==> src/sv/jdz_div.sv <==
`default_nettype none

module jdz_div #(
    parameter int NW   = 32,
    parameter int DW   = 15,
    parameter int QW   = 17,
    parameter int SB_W = 1
) (
    input  wire logic            clk,
    input  wire logic [NW-1:0]   num,
    input  wire logic [DW-1:0]   den,
    input  wire logic [SB_W-1:0] sb_in,
    output logic      [QW-1:0]   quo,
    output logic      [SB_W-1:0] sb_out
);

    // one quotient bit per stage; num must stay below den << QW
    logic [NW-1:0]   rem_s  [QW];
    logic [DW-1:0]   den_s  [QW];
    logic [QW-1:0]   q_s    [QW+1];
    logic [SB_W-1:0] sb_s   [QW+1];
    logic [QW-1:0]   take;

    // trial compare of each stage
    always_comb
    begin
        for (int k = 0; k < QW; k++)
        begin
            take[k] = (rem_s[k] >> (QW - 1 - k)) >= NW'(den_s[k]);
        end
    end

    // stage registers
    always_ff @(posedge clk)
    begin
        rem_s[0] <= num;
        den_s[0] <= den;
        q_s[0]   <= '0;
        sb_s[0]  <= sb_in;
        for (int k = 0; k < QW - 1; k++)
        begin
            rem_s[k+1] <= take[k] ? rem_s[k] - (NW'(den_s[k]) << (QW - 1 - k)) : rem_s[k];
            den_s[k+1] <= den_s[k];
        end
        for (int k = 0; k < QW; k++)
        begin
            q_s[k+1]  <= take[k] ? q_s[k] | (QW'(1) << (QW - 1 - k)) : q_s[k];
            sb_s[k+1] <= sb_s[k];
        end
    end

    assign quo    = q_s[QW];
    assign sb_out = sb_s[QW];

endmodule

`default_nettype wire

==> src/sv/jdz_axial.sv <==
`default_nettype none

module jdz_axial #(
    parameter int N   = 16,
    parameter int PAD = 1
) (
    input  wire logic                clk,
    input  wire logic signed [N-1:0] v,
    input  wire logic        [N-2:0] dz,
    output logic      signed [N+1:0] res
);

    localparam int FULL = (1 << (N - 1)) - 1;

    logic [N-1:0]        av;
    logic [N-2:0]        den;
    logic [N-1:0]        m_reg;
    logic                neg_reg;
    logic [2*N-1:0]      prod_reg;
    logic                neg_s1_reg;
    logic [N:0]          q;
    logic                q_neg;
    logic signed [N+1:0] res_reg;
    logic signed [N+1:0] pad_reg [PAD];

    assign av  = v[N-1] ? N'(-v) : N'(v);
    assign den = (N-1)'(FULL) - dz;

    // excess over the dead zone
    always_ff @(posedge clk)
    begin
        m_reg   <= (av > {1'b0, dz}) ? av - {1'b0, dz} : '0;
        neg_reg <= v[N-1];
    end

    // scale by full scale
    always_ff @(posedge clk)
    begin
        prod_reg   <= (2*N)'(m_reg) * (2*N)'(FULL);
        neg_s1_reg <= neg_reg;
    end

    // rounded divide by (full - dz)
    jdz_div #(
        .NW   (2 * N),
        .DW   (N - 1),
        .QW   (N + 1),
        .SB_W (1)
    ) u_div (
        .clk    (clk),
        .num    (prod_reg + (2*N)'(den >> 1)),
        .den    (den),
        .sb_in  (neg_s1_reg),
        .quo    (q),
        .sb_out (q_neg)
    );

    // restore sign
    always_ff @(posedge clk)
    begin
        res_reg <= q_neg ? -$signed({1'b0, q}) : $signed({1'b0, q});
    end

    // align with the radial lanes
    always_ff @(posedge clk)
    begin
        pad_reg[0] <= res_reg;
        for (int k = 0; k < PAD - 1; k++)
        begin
            pad_reg[k+1] <= pad_reg[k];
        end
    end

    assign res = pad_reg[PAD-1];

endmodule

`default_nettype wire

==> config.mk <==
export PLATFORM = sky130hd
export DESIGN_NAME = jdz_axial
export DESIGN_NICKNAME = d
export VERILOG_FILES = /design/src/sv/jdz_div.sv /design/src/sv/jdz_axial.sv
export SDC_FILE = /design/constraint.sdc
export NUM_CORES = 2
export LEC_CHECK = 0
export ABC_CLOCK_PERIOD_IN_PS = 12790
export BUFFER_PORTS_ARGS = -buffer_cell sky130_fd_sc_hd__buf_2
export CAP_MARGIN = 20
export CORE_MARGIN = 10
export CORE_UTILIZATION = 52
export DETAILED_ROUTE_END_ITERATION = 7
export PLACE_DENSITY = 0.68
export SYNTH_ARGS = -nofsm -noshare
export SYNTH_HDL_FRONTEND = slang
export SYNTH_HIERARCHICAL = 1
export SYNTH_SLANG_ARGS = --single-unit
==> constraint.sdc <==
create_clock -name clk -period 12.79 [get_ports clk]
set_input_delay 0.6395 -clock clk [delete_from_list [all_inputs] [get_ports clk]]
set_output_delay 0.6395 -clock clk [all_outputs]
set_load 0.03 [all_outputs]
==> impl_metrics.csv <==
group,metric,value,unit
logic_synthesis,synth_most_common_cell,"dfxtp_1",
timing,finalSetupTns,0,ns
critical_path,cp.arrival,6.68,ns
logic_synthesis,synthArstFlopShare,0,
layout,fin_area,52140,sq um
logic_synthesis,synth_top_area_frac,0.4512,
die,start_util,0.5272,
clocking,root_buffer,"clkbuf_16",
timing,timing.fmax,163.2,MHz
clocking,cts_num_sinks,1055,
clocking,cts_resized,0,
routing,via_per_inst,5.321,
die,die_x,320.0,um
timing,slew_headroom,0.3391,
routing,drt.antenna.violating_nets,0,
logic_synthesis,synthCells,4771,
global_routing,grt_overflow,0,
timing,max_slew.worst_pin.slew,0.9806,ns
routing,drt-initial-drc-count,1662,
logic_synthesis,syn-num-nets,5302,
die,ios,50,
clocking,clk_pin_slew_worst_paths,0.06,ns
layout,nets,5395,
worst_hold_path,min_path_type,"primary input to flip-flop",
clocking,cts_max_level,3,
critical_path,regToRegStartpoint,"m_reg[4]$_SDFF_PP0_",
placement,dp_hpwl,77500,um
timing,whs,0.2151,ns
clocking,clock_path_buffers,3,
die,die_area,102400,sq um
logic_synthesis,yosys.area.top_type,"dfxtp_1",
global_routing,grt_max_degree,35,
critical_path,cp-startpoint,"m_reg[4]$_SDFF_PP0_",
logic_synthesis,syn_avg_cell_area,9.811,sq um
die,die_h,320.0,um
routing,wl,98740,um
layout,antennaDiodeCount,0,
logic_synthesis,synth-edff-count,0,
timing,maxSlewViolCount,0,
logic_synthesis,netlist_area,46810,sq um
routing,wl_per_cell,16.14,um
logic_synthesis,ys.flop_type,"dfxtp_1",
timing,rsz0062_at_grt,"no",
logic_synthesis,ys_top_cells_by_area,"dfxtp_1 (45%), ha_1 (10%), fa_1 (5.2%), inv_1 (4.0%), xnor2_1 (3.9%)",
clocking,cts_tree,"built",
logic_synthesis,netlist-cell-type-count,89,
critical_path,path_max_fanout,7,
critical_path,r2r_cells,19,
layout,largest_register_ffs,544,
die,num_rows,109,
routing,drc,0,
critical_path,crit_end,"prod_reg[27]$_DFF_P_",
timing,setup_viol,0,
logic_synthesis,ys_seq_elements,1055,
routing,vias,32540,
die,core_area,88780,sq um
critical_path,reg2reg_setup_slack,6.66,ns
global_routing,antenna_found_initial,3,
global_routing,grt_pass1_wl,161700,um
layout,drive_above_1_share,0.07029,
layout,top_regs,"u_div/rem_s x544, u_div/den_s x255, u_div/q_s x153",
critical_path,cp-end-kind,"flip-flop",
critical_path,r2r_end,"prod_reg[27]$_DFF_P_",
job,maxCapViolCount,0,
placement,place.port_buffers,49,
clocking,clock_latency,0.68,ns
timing,fin_crit_sh,0.4791,
timing,finClkSkew,0.03712,ns
placement,gp_congestion,0.9085,
clocking,ctsHoldBuffers,0,
placement,placed_cell_area,48340,sq um
critical_path,worstSetupPathType,"flip-flop to flip-flop",
clocking,cts_made_buffers,105,
layout,syn2layout_area_growth,11.38,%
global_routing,grt_pass1_vias,32590,
logic_synthesis,ys_seq_area_frac,0.4512,
logic_synthesis,yosys_warnings,6,
logic_synthesis,synth.top_cells.by_count,"dfxtp_1 (1055), inv_1 (494), ha_1 (378)",
timing,hold_viol,0,
global_routing,grt_use_total,0.1918,
timing,fin_crit,6.128,ns
routing,firstDrtPassIters,6,
outcome,status,"finished clean",
layout,finish.utilization,0.5873,
critical_path,required,13.34,ns
clocking,cts_setup_buffers,0,
critical_path,cp-start-kind,"flip-flop",
layout,largest_register,"u_div/rem_s",
[worst min-delay path by stage]
stage               cells after the start                   endpoint  slack, ns                      from
floorplan                               0         neg_s1_reg$_DFF_P_       0.31           neg_reg$_DFF_P_
global placement                        0   u_div/q_s[16][3]$_DFF_P_       0.31  u_div/q_s[15][3]$_DFF_P_
detailed placement                      0     pad_reg[0][11]$_DFF_P_       0.31       res_reg[11]$_DFF_P_
CTS                                     2  u_div/den_s[0][0]$_DFF_P_       0.17                     dz[0]
global route                            2  u_div/den_s[0][0]$_DFF_P_       0.19                     dz[0]
finish                                  2  u_div/den_s[0][0]$_DFF_P_       0.22                     dz[0]
[layout make-up]
cell class	instances	area [sq um]
fillers	7583	36650
multi-input cells	3144	23530
flip-flops and latches	1055	21120
clock buffers	140	2919
inverters	495	1858
well taps	1165	1458
clock inverters	54	884.6
repair buffers	63	365.4
[cell families (layout without fill, tap and decap cells)]
| kind of cell | after synthesis | in the layout | synth area share |
|---|---|---|---|
| AND/OR/NAND/NOR | 1190 | 1190 | 0.1271 |
| flip-flops | 1055 | 1055 | 0.4512 |
| AO/OA/AOI/OAI | 1001 | 1001 | 0.1342 |
| buffers and inverters | 572 | 752 | 0.04664 |
| adder cells (fa/ha/maj) | 499 | 499 | 0.1528 |
| XOR/XNOR | 397 | 397 | 0.07428 |
| multiplexers | 57 | 57 | 0.01379 |
[worst max-delay path, stage by stage (launching register included)]
cell       delay [ns]
dfxtp_1          0.40
inv_1            0.09
fa_1             0.57
fa_1             0.55
inv_1            0.08
fa_1             0.53
inv_1            0.06
fa_1             0.48
inv_1            0.05
fa_1             0.54
inv_1            0.05
fa_1             0.50
inv_1            0.04
ha_1             0.38
a41oi_1          0.24
o21ai_0          0.18
a221oi_2         0.59
o21ai_0          0.30
a41oi_1          0.24
o2111ai_1        0.12
[placed cells by master, fill, tap and decap left out, drive strengths merged, types with 20 or more instances in the layout]
| master | netlist | final |
|---|---|---|
| dfxtp | 1055 | 1055 |
| inv | 495 | 497 |
| ha | 378 | 378 |
| a21oi | 308 | 308 |
| nor2 | 295 | 295 |
| nand2 | 287 | 287 |
| o21ai | 266 | 266 |
| xnor2 | 208 | 208 |
| xor2 | 189 | 189 |
| clkbuf | 69 | 140 |
| fa | 121 | 121 |
| nor3 | 115 | 115 |
| nand3 | 84 | 84 |
| a21o | 81 | 81 |
| nand2b | 67 | 67 |
| buf | 8 | 63 |
| nor2b | 58 | 58 |
| a211oi | 49 | 49 |
| mux2 | 48 | 48 |
| o21a | 47 | 47 |
| nand4 | 47 | 47 |
| or3 | 46 | 46 |
| nor4 | 44 | 44 |
| o31ai | 33 | 33 |
| or4 | 28 | 28 |
| o21bai | 27 | 27 |
| o211ai | 26 | 26 |
| or2 | 26 | 26 |
| a31oi | 25 | 25 |
| clkinv | 0 | 24 |
| and3 | 20 | 20 |
[metal layers]
layer	track usage	routed length, um
met5	0	0
met4	0.08040	3677
met3	0.03846	4516
met1	0.2150	41380
met2	0.3501	49170
[stage by stage]
step	cells	worst slack, ns
6_report	6116	6.662
5_1_grt	6116	6.305
4_1_cts	6116	6.656
3_5_place_dp	5922	6.694
3_3_place_gp	5920	6.787
2_1_floorplan	4771	7.241
Power is not shown: default switching activity piles up to over one toggle a cycle in this logic, so the estimate is an artifact.
